`src/spse_pkg.sv`:
```
package spse_pkg;

  localparam int CAPACITY_DEF = 16;
  localparam int MAX_RESULTS  = 32;
  localparam int DATA_W       = 32;
  localparam int NRES_W       = $clog2(MAX_RESULTS + 1);

  // request codes
  localparam logic [2:0] REQ_ADD       = 3'd0;
  localparam logic [2:0] REQ_REMOVE    = 3'd1;
  localparam logic [2:0] REQ_PRINT     = 3'd2;
  localparam logic [2:0] REQ_UNION     = 3'd3;
  localparam logic [2:0] REQ_INTERSECT = 3'd4;

  // result status codes
  localparam logic [2:0] STAT_ELEMENT = 3'd0;
  localparam logic [2:0] STAT_ADDED   = 3'd1;
  localparam logic [2:0] STAT_PRESENT = 3'd2;
  localparam logic [2:0] STAT_REMOVED = 3'd3;
  localparam logic [2:0] STAT_ABSENT  = 3'd4;
  localparam logic [2:0] STAT_FULL    = 3'd5;

  typedef struct packed {
    logic [2:0]               req_type;
    logic                     set_select;
    logic signed [DATA_W-1:0] value;
  } req_t;

  typedef struct packed {
    logic signed [DATA_W-1:0] element;
    logic [2:0]               status;
    logic                     last;
  } result_t;

  typedef enum logic [2:0] {
    S_IDLE,
    S_SEARCH,
    S_SHIFT_UP,
    S_SHIFT_DN,
    S_PRINT,
    S_MERGE_START,
    S_MERGE,
    S_FINISH
  } state_t;

endpackage

```
`src/spse_mem.sv`:
```
module spse_mem #(
  parameter int DEPTH = spse_pkg::CAPACITY_DEF,
  parameter int AW    = (DEPTH > 1) ? $clog2(DEPTH) : 1
) (
  input  logic                          clk,
  input  logic                          wen,
  input  logic [AW-1:0]                 waddr,
  input  logic [spse_pkg::DATA_W-1:0]   wdata,
  input  logic [AW-1:0]                 raddr,
  output logic [spse_pkg::DATA_W-1:0]   rdata
);

  logic [spse_pkg::DATA_W-1:0] mem [DEPTH];

  always_ff @(posedge clk) begin
    if (wen) begin
      mem[waddr] <= wdata;
    end
  end

  always_ff @(posedge clk) begin
    rdata <= mem[raddr];
  end

endmodule

```
`src/spse_ctrl.sv`:
```
module spse_ctrl #(
  parameter int CAPACITY = spse_pkg::CAPACITY_DEF,
  parameter int IW       = (CAPACITY > 1) ? $clog2(CAPACITY) : 1,
  parameter int CW       = $clog2(CAPACITY + 1)
) (
  input  logic                        clk,
  input  logic                        rst,
  input  logic                        start,
  input  spse_pkg::req_t              req,
  output logic                        busy,
  output logic                        strobe,
  output spse_pkg::result_t           result,
  output logic [IW-1:0]               x_raddr,
  output logic                        x_wen,
  output logic [IW-1:0]               x_waddr,
  output logic [spse_pkg::DATA_W-1:0] x_wdata,
  input  logic [spse_pkg::DATA_W-1:0] x_rdata,
  output logic [IW-1:0]               y_raddr,
  output logic                        y_wen,
  output logic [IW-1:0]               y_waddr,
  output logic [spse_pkg::DATA_W-1:0] y_wdata,
  input  logic [spse_pkg::DATA_W-1:0] y_rdata
);

  spse_pkg::state_t state, state_next;

  logic [CW-1:0] cnt_x, cnt_x_next;
  logic [CW-1:0] cnt_y, cnt_y_next;
  logic          sel, sel_next;
  logic [2:0]    op, op_next;
  logic signed [spse_pkg::DATA_W-1:0] val, val_next;
  logic [CW-1:0] rd_idx, rd_idx_next;   // scan pointer, also shift pointer
  logic          pend, pend_next;       // a read is in flight
  logic [CW-1:0] cmp_idx, cmp_idx_next; // index of the entry in rdata
  logic [CW-1:0] pos, pos_next;
  logic [CW-1:0] wdest, wdest_next;
  logic [CW-1:0] i, i_next;
  logic [CW-1:0] j, j_next;
  logic [spse_pkg::NRES_W-1:0] nres, nres_next;
  logic              hold_valid, hold_valid_next;
  spse_pkg::result_t hold, hold_next;
  logic              strobe_next;
  spse_pkg::result_t result_next;

  // per-cycle controls
  logic                               prod;
  logic signed [spse_pkg::DATA_W-1:0] prod_elem;
  logic [2:0]                         prod_status;
  logic                               wen_c;
  logic [IW-1:0]                      waddr_c;
  logic [spse_pkg::DATA_W-1:0]        wdata_c;
  logic [IW-1:0]                      rd_addr_c;
  logic [CW-1:0]                      cnt_sel;
  logic signed [spse_pkg::DATA_W-1:0] rdata_sel;
  logic signed [spse_pkg::DATA_W-1:0] a;
  logic signed [spse_pkg::DATA_W-1:0] b;
  logic [CW:0]                        rd_inc;
  logic                               xa;
  logic                               yb;
  logic                               add_decide;

  assign busy      = (state != spse_pkg::S_IDLE);
  assign cnt_sel   = sel ? cnt_y : cnt_x;
  assign rdata_sel = sel ? $signed(y_rdata) : $signed(x_rdata);
  assign a         = $signed(x_rdata);
  assign b         = $signed(y_rdata);
  assign rd_inc    = {1'b0, rd_idx} + (CW+1)'(1);
  assign xa        = (i < cnt_x);
  assign yb        = (j < cnt_y);

  assign x_wen   = wen_c & ~sel;
  assign y_wen   = wen_c & sel;
  assign x_waddr = waddr_c;
  assign y_waddr = waddr_c;
  assign x_wdata = wdata_c;
  assign y_wdata = wdata_c;

  always_ff @(posedge clk) begin
    if (rst) begin
      state      <= spse_pkg::S_IDLE;
      cnt_x      <= '0;
      cnt_y      <= '0;
      pend       <= 1'b0;
      nres       <= '0;
      hold_valid <= 1'b0;
      strobe     <= 1'b0;
    end else begin
      state      <= state_next;
      cnt_x      <= cnt_x_next;
      cnt_y      <= cnt_y_next;
      pend       <= pend_next;
      nres       <= nres_next;
      hold_valid <= hold_valid_next;
      strobe     <= strobe_next;
    end
  end

  always_ff @(posedge clk) begin
    sel     <= sel_next;
    op      <= op_next;
    val     <= val_next;
    rd_idx  <= rd_idx_next;
    cmp_idx <= cmp_idx_next;
    pos     <= pos_next;
    wdest   <= wdest_next;
    i       <= i_next;
    j       <= j_next;
    hold    <= hold_next;
    result  <= result_next;
  end

  always_comb begin
    state_next      = state;
    cnt_x_next      = cnt_x;
    cnt_y_next      = cnt_y;
    sel_next        = sel;
    op_next         = op;
    val_next        = val;
    rd_idx_next     = rd_idx;
    pend_next       = pend;
    cmp_idx_next    = cmp_idx;
    pos_next        = pos;
    wdest_next      = wdest;
    i_next          = i;
    j_next          = j;
    nres_next       = nres;
    hold_valid_next = hold_valid;
    hold_next       = hold;
    strobe_next     = 1'b0;
    result_next     = result;
    prod            = 1'b0;
    prod_elem       = '0;
    prod_status     = spse_pkg::STAT_ELEMENT;
    wen_c           = 1'b0;
    waddr_c         = wdest[IW-1:0];
    wdata_c         = rdata_sel;
    rd_addr_c       = rd_idx[IW-1:0];
    add_decide      = 1'b0;
    x_raddr         = rd_addr_c;
    y_raddr         = rd_addr_c;

    unique case (state)
      spse_pkg::S_IDLE: begin
        if (start) begin
          sel_next    = req.set_select;
          op_next     = req.req_type;
          val_next    = req.value;
          rd_idx_next = '0;
          pend_next   = 1'b0;
          nres_next   = '0;
          i_next      = '0;
          j_next      = '0;
          unique case (req.req_type) inside
            spse_pkg::REQ_ADD, spse_pkg::REQ_REMOVE: state_next = spse_pkg::S_SEARCH;
            spse_pkg::REQ_PRINT:                     state_next = spse_pkg::S_PRINT;
            spse_pkg::REQ_UNION, spse_pkg::REQ_INTERSECT: begin
              state_next = spse_pkg::S_MERGE_START;
            end
            default: state_next = spse_pkg::S_IDLE;
          endcase
        end
      end

      spse_pkg::S_SEARCH: begin
        // pipelined scan: issue a read per cycle, compare the previous one
        if (rd_idx < cnt_sel) begin
          rd_idx_next  = rd_idx + CW'(1);
          pend_next    = 1'b1;
          cmp_idx_next = rd_idx;
        end else begin
          pend_next = 1'b0;
        end
        if (pend) begin
          if (rdata_sel == val) begin
            pend_next = 1'b0;
            if (op == spse_pkg::REQ_ADD) begin
              prod        = 1'b1;
              prod_status = spse_pkg::STAT_PRESENT;
              state_next  = spse_pkg::S_FINISH;
            end else begin
              pos_next    = cmp_idx;
              rd_idx_next = cmp_idx;
              state_next  = spse_pkg::S_SHIFT_DN;
            end
          end else if (val < rdata_sel) begin
            // sorted: value can not be further up
            pend_next = 1'b0;
            if (op == spse_pkg::REQ_ADD) begin
              pos_next   = cmp_idx;
              add_decide = 1'b1;
            end else begin
              prod        = 1'b1;
              prod_status = spse_pkg::STAT_ABSENT;
              state_next  = spse_pkg::S_FINISH;
            end
          end
        end else if (rd_idx >= cnt_sel) begin
          pend_next = 1'b0;
          if (op == spse_pkg::REQ_ADD) begin
            pos_next   = cnt_sel;
            add_decide = 1'b1;
          end else begin
            prod        = 1'b1;
            prod_status = spse_pkg::STAT_ABSENT;
            state_next  = spse_pkg::S_FINISH;
          end
        end
        if (add_decide) begin
          if (cnt_sel == CW'(CAPACITY)) begin
            prod        = 1'b1;
            prod_status = spse_pkg::STAT_FULL;
            state_next  = spse_pkg::S_FINISH;
          end else begin
            rd_idx_next = cnt_sel;
            state_next  = spse_pkg::S_SHIFT_UP;
          end
        end
      end

      spse_pkg::S_SHIFT_UP: begin
        // read k-1 while the entry read last cycle lands at k+1
        if (pend) begin
          wen_c = 1'b1;
        end
        if (rd_idx > pos) begin
          rd_addr_c   = IW'(rd_idx - CW'(1));
          x_raddr     = rd_addr_c;
          y_raddr     = rd_addr_c;
          pend_next   = 1'b1;
          wdest_next  = rd_idx;
          rd_idx_next = rd_idx - CW'(1);
        end else begin
          pend_next = 1'b0;
          if (!pend) begin
            wen_c       = 1'b1;
            waddr_c     = pos[IW-1:0];
            wdata_c     = val;
            prod        = 1'b1;
            prod_status = spse_pkg::STAT_ADDED;
            state_next  = spse_pkg::S_FINISH;
            if (sel) begin
              cnt_y_next = cnt_y + CW'(1);
            end else begin
              cnt_x_next = cnt_x + CW'(1);
            end
          end
        end
      end

      spse_pkg::S_SHIFT_DN: begin
        if (pend) begin
          wen_c = 1'b1;
        end
        if (rd_inc < {1'b0, cnt_sel}) begin
          rd_addr_c   = rd_inc[IW-1:0];
          x_raddr     = rd_addr_c;
          y_raddr     = rd_addr_c;
          pend_next   = 1'b1;
          wdest_next  = rd_idx;
          rd_idx_next = rd_inc[CW-1:0];
        end else begin
          pend_next = 1'b0;
          if (!pend) begin
            prod        = 1'b1;
            prod_status = spse_pkg::STAT_REMOVED;
            state_next  = spse_pkg::S_FINISH;
            if (sel) begin
              cnt_y_next = cnt_y - CW'(1);
            end else begin
              cnt_x_next = cnt_x - CW'(1);
            end
          end
        end
      end

      spse_pkg::S_PRINT: begin
        if (rd_idx < cnt_sel) begin
          rd_idx_next = rd_idx + CW'(1);
          pend_next   = 1'b1;
        end else begin
          pend_next = 1'b0;
        end
        if (pend) begin
          prod      = 1'b1;
          prod_elem = rdata_sel;
        end else if (rd_idx >= cnt_sel) begin
          state_next = spse_pkg::S_FINISH;
        end
      end

      spse_pkg::S_MERGE_START: begin
        x_raddr    = i[IW-1:0];
        y_raddr    = j[IW-1:0];
        state_next = spse_pkg::S_MERGE;
      end

      spse_pkg::S_MERGE: begin
        // heads x[i], y[j] sit in the read registers; next heads read now
        if (xa && yb) begin
          if (a < b) begin
            prod   = (op == spse_pkg::REQ_UNION);
            i_next = i + CW'(1);
          end else if (b < a) begin
            prod   = (op == spse_pkg::REQ_UNION);
            j_next = j + CW'(1);
          end else begin
            prod   = 1'b1;
            i_next = i + CW'(1);
            j_next = j + CW'(1);
          end
          prod_elem = (b < a) ? b : a;
        end else if (xa && op == spse_pkg::REQ_UNION) begin
          prod      = 1'b1;
          prod_elem = a;
          i_next    = i + CW'(1);
        end else if (yb && op == spse_pkg::REQ_UNION) begin
          prod      = 1'b1;
          prod_elem = b;
          j_next    = j + CW'(1);
        end else begin
          state_next = spse_pkg::S_FINISH;
        end
        x_raddr = i_next[IW-1:0];
        y_raddr = j_next[IW-1:0];
      end

      spse_pkg::S_FINISH: begin
        // flush the held result, marked as the final one
        if (hold_valid) begin
          strobe_next      = 1'b1;
          result_next      = hold;
          result_next.last = 1'b1;
        end
        hold_valid_next = 1'b0;
        state_next      = spse_pkg::S_IDLE;
      end

      default: state_next = spse_pkg::S_IDLE;
    endcase

    if (state == spse_pkg::S_SHIFT_UP || state == spse_pkg::S_SHIFT_DN) begin
      x_raddr = rd_addr_c;
      y_raddr = rd_addr_c;
    end

    // one result is held back so the final one can carry last
    if (prod) begin
      if (hold_valid) begin
        strobe_next = 1'b1;
        result_next = hold;
      end
      hold_next.element = prod_elem;
      hold_next.status  = prod_status;
      hold_next.last    = 1'b0;
      hold_valid_next   = 1'b1;
      nres_next         = nres + spse_pkg::NRES_W'(1);
      if (nres == spse_pkg::NRES_W'(spse_pkg::MAX_RESULTS - 1)) begin
        pend_next  = 1'b0;
        state_next = spse_pkg::S_FINISH;
      end
    end
  end

endmodule

```
`src/sorted_pair_set_engine_top.sv`:
```
// Add and remove run a pipelined scan, then an insertion or removal shift, one entry a cycle,
// before the status result. Print streams the selected set in order; union and intersect
// take one merge step a cycle. One request at a time; the next start can transfer as the
// final result goes out.
// Reset clears both counts and the controller; set memories are not cleared.
// Results appear one per strobe cycle; the receiver cannot stall.
module sorted_pair_set_engine_top #(
  parameter int CAPACITY = spse_pkg::CAPACITY_DEF
) (
  input  logic              clk,
  input  logic              rst,
  input  logic              start,
  input  spse_pkg::req_t    req,
  output logic              busy,
  output logic              strobe,
  output spse_pkg::result_t result
);

  localparam int IW = (CAPACITY > 1) ? $clog2(CAPACITY) : 1;
  localparam int CW = $clog2(CAPACITY + 1);

  logic [IW-1:0]               x_raddr, x_waddr, y_raddr, y_waddr;
  logic                        x_wen, y_wen;
  logic [spse_pkg::DATA_W-1:0] x_wdata, x_rdata, y_wdata, y_rdata;

  spse_ctrl #(
    .CAPACITY (CAPACITY),
    .IW       (IW),
    .CW       (CW)
  ) u_ctrl (
    .clk     (clk),
    .rst     (rst),
    .start   (start),
    .req     (req),
    .busy    (busy),
    .strobe  (strobe),
    .result  (result),
    .x_raddr (x_raddr),
    .x_wen   (x_wen),
    .x_waddr (x_waddr),
    .x_wdata (x_wdata),
    .x_rdata (x_rdata),
    .y_raddr (y_raddr),
    .y_wen   (y_wen),
    .y_waddr (y_waddr),
    .y_wdata (y_wdata),
    .y_rdata (y_rdata)
  );

  spse_mem #(
    .DEPTH (CAPACITY),
    .AW    (IW)
  ) u_mem_x (
    .clk   (clk),
    .wen   (x_wen),
    .waddr (x_waddr),
    .wdata (x_wdata),
    .raddr (x_raddr),
    .rdata (x_rdata)
  );

  spse_mem #(
    .DEPTH (CAPACITY),
    .AW    (IW)
  ) u_mem_y (
    .clk   (clk),
    .wen   (y_wen),
    .waddr (y_waddr),
    .wdata (y_wdata),
    .raddr (y_raddr),
    .rdata (y_rdata)
  );

`ifndef SYNTHESIS
  a_status_is_final: assert property (@(posedge clk) disable iff (rst)
    strobe && result.status != spse_pkg::STAT_ELEMENT |-> result.last)
    else $error("status result without last");

  a_status_no_element: assert property (@(posedge clk) disable iff (rst)
    strobe && result.status != spse_pkg::STAT_ELEMENT |-> result.element == '0)
    else $error("status result with nonzero element");

  a_last_ends_request: assert property (@(posedge clk) disable iff (rst)
    strobe && result.last |-> !busy)
    else $error("final result while request still running");

  a_valid_req_busy: assert property (@(posedge clk) disable iff (rst)
    start && !busy && (req.req_type == spse_pkg::REQ_ADD
      || req.req_type == spse_pkg::REQ_REMOVE || req.req_type == spse_pkg::REQ_PRINT
      || req.req_type == spse_pkg::REQ_UNION || req.req_type == spse_pkg::REQ_INTERSECT)
    |=> busy)
    else $error("accepted request did not start");
`endif

endmodule

```
`config.mk`:
```
export PLATFORM = sky130hd
export DESIGN_NAME = sorted_pair_set_engine_top
export DESIGN_NICKNAME = d
export VERILOG_FILES = /design/src/spse_pkg.sv /design/src/spse_mem.sv /design/src/spse_ctrl.sv /design/src/sorted_pair_set_engine_top.sv
export SDC_FILE = /design/constraint.sdc
export NUM_CORES = 2
export LEC_CHECK = 0
export ABC_CLOCK_PERIOD_IN_PS = 5800
export BUFFER_PORTS_ARGS = -buffer_cell sky130_fd_sc_hd__clkbuf_2
export CAP_MARGIN = 20
export CORE_MARGIN = 2
export CORE_UTILIZATION = 35
export CTS_CLUSTER_SIZE = 12
export DETAILED_ROUTE_END_ITERATION = 12
export PLACE_DENSITY_LB_ADDON = 0.12
export REMOVE_ABC_BUFFERS = 1
export SETUP_SLACK_MARGIN = 0.4
export SLEW_MARGIN = 20
export SYNTH_ARGS = -nofsm -noshare
export SYNTH_HDL_FRONTEND = slang
export SYNTH_SLANG_ARGS = --single-unit
export TNS_END_PERCENT = 10
```
`constraint.sdc`:
```
create_clock -name clk -period 5.8 [get_ports clk]
set_input_delay 1.16 -clock clk [delete_from_list [all_inputs] [get_ports clk]]
set_output_delay 1.16 -clock clk [all_outputs]
set_load 0.02 [all_outputs]
```
==> flow_metrics.env <==
export IMPL_outcome="complete, no violations"
export IMPL_cellLeakagePower_nw=21.2
export IMPL_rows=145
export IMPL_synth_top_cell_area_share_pct=63.4
export IMPL_fp_dieH_um=400
export IMPL_timing_critical_path_cells="buf_12 > mux2i_1 > ha_1 > nand4_1 > or2_2 > nor4_1 > a21oi_1 > o21ai_0 > nor2_1 > nor4_1 > nor4b_2 > buf_4 > and2_2 > inv_2 > buf_12"
export IMPL_timing_critical_path_required_ps=6270
export IMPL_dr_total_vias=36900
export IMPL_drt_total_wl_mm=185
export IMPL_power_density_nw_per_um2=606
export IMPL_grt_setup_unrepaired="yes"
export IMPL_grt_pass1_vias=35300
export IMPL_yosysTopAreaCell="sky130_fd_sc_hd__edfxtp_1"
export IMPL_ant_nets=0
export IMPL_max_stage_delay_cell_worst_path="sky130_fd_sc_hd__mux2i_1"
export IMPL_critPathMaxStageDelay_ps=600
export IMPL_ys_seq_elements=1246
export IMPL_clk_latency_worst_skew_pair_ps=790
export IMPL_holdBufCountCts=0
export IMPL_synth_ff_type="sky130_fd_sc_hd__edfxtp_1"
export IMPL_dieArea_um2=160000
export IMPL_worst_endpoint_arrival_ps=5770
export IMPL_critPathBufInv=4
export IMPL_grt_start_max_net_pins=163
export IMPL_drt_drc_violations_left=0
export IMPL_ctsRootBufferMaster="sky130_fd_sc_hd__clkbuf_16"
export IMPL_final_setup_vio_count=0
export IMPL_routed_via_density=5.79
export IMPL_grt_pass1_wl_mm=265
export IMPL_critical_path_class="reg -> reg"
export IMPL_detailedRoute_firstIterationViolations=3539
export IMPL_cts_clk_slew_worst_paths_ps=60
export IMPL_period_share_pct=91.5
export IMPL_fin_nets=4344
export IMPL_io_count=77
export IMPL_synth_enable_flop_cells=1160
export IMPL_n_antenna_cell=0
export IMPL_global_route_usage_total_pct=22.6
export IMPL_worst_relative_slew_slack_pct=25.8
export IMPL_cap_viol_max_count=0
export IMPL_cts_sinks=1246
export IMPL_min_delay_path_class="reg -> reg"
export IMPL_crit_path_max_fanout=35
export IMPL_cts_buffers=143
export IMPL_worst_setup_path_end_kind="register"
export IMPL_dpl_instance_area_um2=59000
export IMPL_synth_top_cells_by_area="sky130_fd_sc_hd__edfxtp_1 (63%), sky130_fd_sc_hd__o211ai_1 (7.2%), sky130_fd_sc_hd__mux2i_1 (6.1%), sky130_fd_sc_hd__nand2_1 (4.0%), sky130_fd_sc_hd__dfxtp_1 (3.1%)"
export IMPL_area_growth_pct=15.8
export IMPL_tritoncts_clock_tree="built"
export IMPL_worst_path_dominant_cell_family="simple AND/OR/NAND/NOR gates"
export IMPL_start_util_pct=35.2
export IMPL_timing_final_max_slew_violations=0
export IMPL_die_x_um=400
export IMPL_floorplan_core_area_um2=156000
export IMPL_antenna_found_initial=6
export IMPL_number_of_detailed_route_iterations_in_the_first_pass=6
export IMPL_stdcell_area_um2=63700
export IMPL_total_power_mw=38.6
export IMPL_global_route_overflow_total=0
export IMPL_synth_cells=4141
export IMPL_worst_r2r_setup_slack_ps=500
export IMPL_sequential_element_share_of_the_synthesized_area_pct=66.5
export IMPL_buffers_from_clock_root_to_sink_at_most=3
export IMPL_port_buffers=76
export IMPL_post_synth_cell_area_avg_um2=13.3
export IMPL_h_tree_lvl_count=4
export IMPL_finalCriticalPeriod_ps=5300
export IMPL_place_hpwl_mm=109
export IMPL_layout_filler_cells=14400
export IMPL_synthArstFlopShare_pct=0
export IMPL_place_gp_congestion=0.857
export IMPL_final_layout_size_suffix_gt1_share_pct=13.0
export IMPL_wl_per_cell_um=29.1
export IMPL_yosysWarnings=0
export IMPL_post_synthesis_cell_area_um2=55000
export IMPL_startpoint_type="register"
export IMPL_clock_fmax_mhz=189
export IMPL_report_final_hold_viol_count=0
export IMPL_finClkSkew_ps=30.1
export IMPL_worst_slew_pin_slew_ps=1110
export IMPL_vdd_drop_max_v=0.000426
export IMPL_synthDistinctLibCells=77
## per-layer routing
metal / track usage, % / wire, um / vias to the layer above
met2: 34.5 / 83200 / 1266
met1: 33.0 / 86100 / 19000
met3: 3.49 / 10900 / 261
met4: 7.04 / 5010 / 0
li1: - / - / 16300
met5: 0 / 0 / -
## state kept, by name (all words and copies together) (netlist names), 6 cells and up, named ones only
signal and flops:
u_ctrl.val 32, u_ctrl.hold 35, u_ctrl.nres 6, u_mem_x.mem 512, u_mem_y.mem 512, u_mem_y.rdata 32, u_mem_x.rdata 32
## metrics by stage
| step | hold slack (ps) | TNS, ps | utilization [%] | worst slack (ps) | instances |
|---|---|---|---|---|---|
| after floorplan | 452 | -1021810 | - | -14570 | 3828 |
| after global placement | 474 | 0 | 37.8 | 436 | 6113 |
| after detailed placement | 482 | 0 | 37.8 | 465 | 6113 |
| after CTS | 487 | 0 | 40.8 | 429 | 6369 |
| after global routing | 513 | 0 | 40.8 | 311 | 6374 |
| final | 494 | 0 | 40.8 | 495 | 6374 |
## worst paths after layout
path / startpoint / endpoint / cells after the start
max: u_ctrl.sel$_DFFE_PP_ / register / 15
min: u_ctrl.cnt_x[4]$_SDFFE_PP0P_ / u_ctrl.cnt_x[4]$_SDFFE_PP0P_ / 2
max reg2reg: u_ctrl.sel$_DFFE_PP_ / register / 15
min reg2reg: u_ctrl.cnt_x[4]$_SDFFE_PP0P_ / u_ctrl.cnt_x[4]$_SDFFE_PP0P_ / 2
## worst register-to-register path, cell delays in order (launching register included)
cell and delay, ps:
sky130_fd_sc_hd__edfxtp_1 550, sky130_fd_sc_hd__buf_12 320, sky130_fd_sc_hd__mux2i_1 650, sky130_fd_sc_hd__ha_1 250, sky130_fd_sc_hd__nand4_1 90, sky130_fd_sc_hd__or2_2 310, sky130_fd_sc_hd__nor4_1 380, sky130_fd_sc_hd__a21oi_1 210
sky130_fd_sc_hd__o21ai_0 380, sky130_fd_sc_hd__nor2_1 140, sky130_fd_sc_hd__nor4_1 480, sky130_fd_sc_hd__nor4b_2 100, sky130_fd_sc_hd__buf_4 210, sky130_fd_sc_hd__and2_2 190, sky130_fd_sc_hd__inv_2 400, sky130_fd_sc_hd__buf_12 270
## placed cells by master, fill, tap and decap left out, types with 9 or more instances in the layout
master,instances
sky130_fd_sc_hd__nand4_1,49
sky130_fd_sc_hd__dfxtp_1,85
sky130_fd_sc_hd__clkbuf_16,144
sky130_fd_sc_hd__nand3_1,23
sky130_fd_sc_hd__buf_4,114
sky130_fd_sc_hd__clkbuf_2,76
sky130_fd_sc_hd__buf_12,41
sky130_fd_sc_hd__clkinv_2,15
sky130_fd_sc_hd__nor2_4,34
sky130_fd_sc_hd__o21ai_0,42
sky130_fd_sc_hd__or4_1,33
sky130_fd_sc_hd__nor2b_1,10
sky130_fd_sc_hd__inv_1,70
sky130_fd_sc_hd__a31oi_1,16
sky130_fd_sc_hd__clkbuf_8,16
sky130_fd_sc_hd__nor2_1,134
sky130_fd_sc_hd__a21o_1,16
sky130_fd_sc_hd__nand2_1,575
sky130_fd_sc_hd__clkinv_1,18
sky130_fd_sc_hd__xnor2_1,18
sky130_fd_sc_hd__xor2_1,9
sky130_fd_sc_hd__a21oi_1,55
sky130_fd_sc_hd__nor3b_1,9
sky130_fd_sc_hd__o22ai_1,162
sky130_fd_sc_hd__a22oi_1,161
sky130_fd_sc_hd__a21oi_4,29
sky130_fd_sc_hd__nor3_1,19
sky130_fd_sc_hd__edfxtp_1,1160
sky130_fd_sc_hd__o211ai_1,525
sky130_fd_sc_hd__and3_1,14
sky130_fd_sc_hd__clkbuf_1,42
sky130_fd_sc_hd__ha_1,98
sky130_fd_sc_hd__mux2i_1,333
sky130_fd_sc_hd__or3_1,9
sky130_fd_sc_hd__or2_2,14
## area by class of cell
cell class              count  area [um2]  area share, %
flip-flops and latches   1246       36600           57.4
clock buffers             202        3980           6.25
multi-input cells        2509       17600           27.7
clock inverters            54         587          0.922
repair buffers            232        2080           3.27
inverters                  73         274          0.430
well taps                2058        2570           4.04
## synth_stat cells (14+ instances only)
cell	number
sky130_fd_sc_hd__a31oi_1	16
sky130_fd_sc_hd__xnor2_1	18
sky130_fd_sc_hd__nor3_1	20
sky130_fd_sc_hd__o211ai_1	525
sky130_fd_sc_hd__a22oi_1	162
sky130_fd_sc_hd__or4_1	33
sky130_fd_sc_hd__dfxtp_1	86
sky130_fd_sc_hd__or2_2	14
sky130_fd_sc_hd__o22ai_1	162
sky130_fd_sc_hd__o21ai_0	42
sky130_fd_sc_hd__ha_1	98
sky130_fd_sc_hd__nand4_1	49
sky130_fd_sc_hd__nand3_1	23
sky130_fd_sc_hd__buf_1	19
sky130_fd_sc_hd__clkbuf_1	230
sky130_fd_sc_hd__nand2_1	579
sky130_fd_sc_hd__mux2i_1	333
sky130_fd_sc_hd__a21oi_1	88
sky130_fd_sc_hd__and3_1	14
sky130_fd_sc_hd__edfxtp_1	1160
sky130_fd_sc_hd__a21o_1	16
sky130_fd_sc_hd__nor2_1	168
sky130_fd_sc_hd__buf_2	53
sky130_fd_sc_hd__inv_1	73
## cell families after synthesis
kind of cell / synth area share (%)
DFF: 66.5
AOI/OAI and AO/OA: 14.0
and+or+nand+nor: 7.77
buffers and inverters: 2.85
muxes: 6.15
adders and majority gates: 2.30
xor gates and xnor gates: 0.430
## power breakdown
part           switching, mW  internal (mW)
clock                   3.76           5.04
combinational           11.2           5.11
sequential             0.977           12.5
total                   16.0           22.6
## repair_timing
action,in CTS,in global routing
resized for setup,0,1
hold endpoints to repair,0,0
buffers inserted,0,4
endpoints found under the setup margin,0,63
Note: power is estimated with default switching activity, not from simulation.
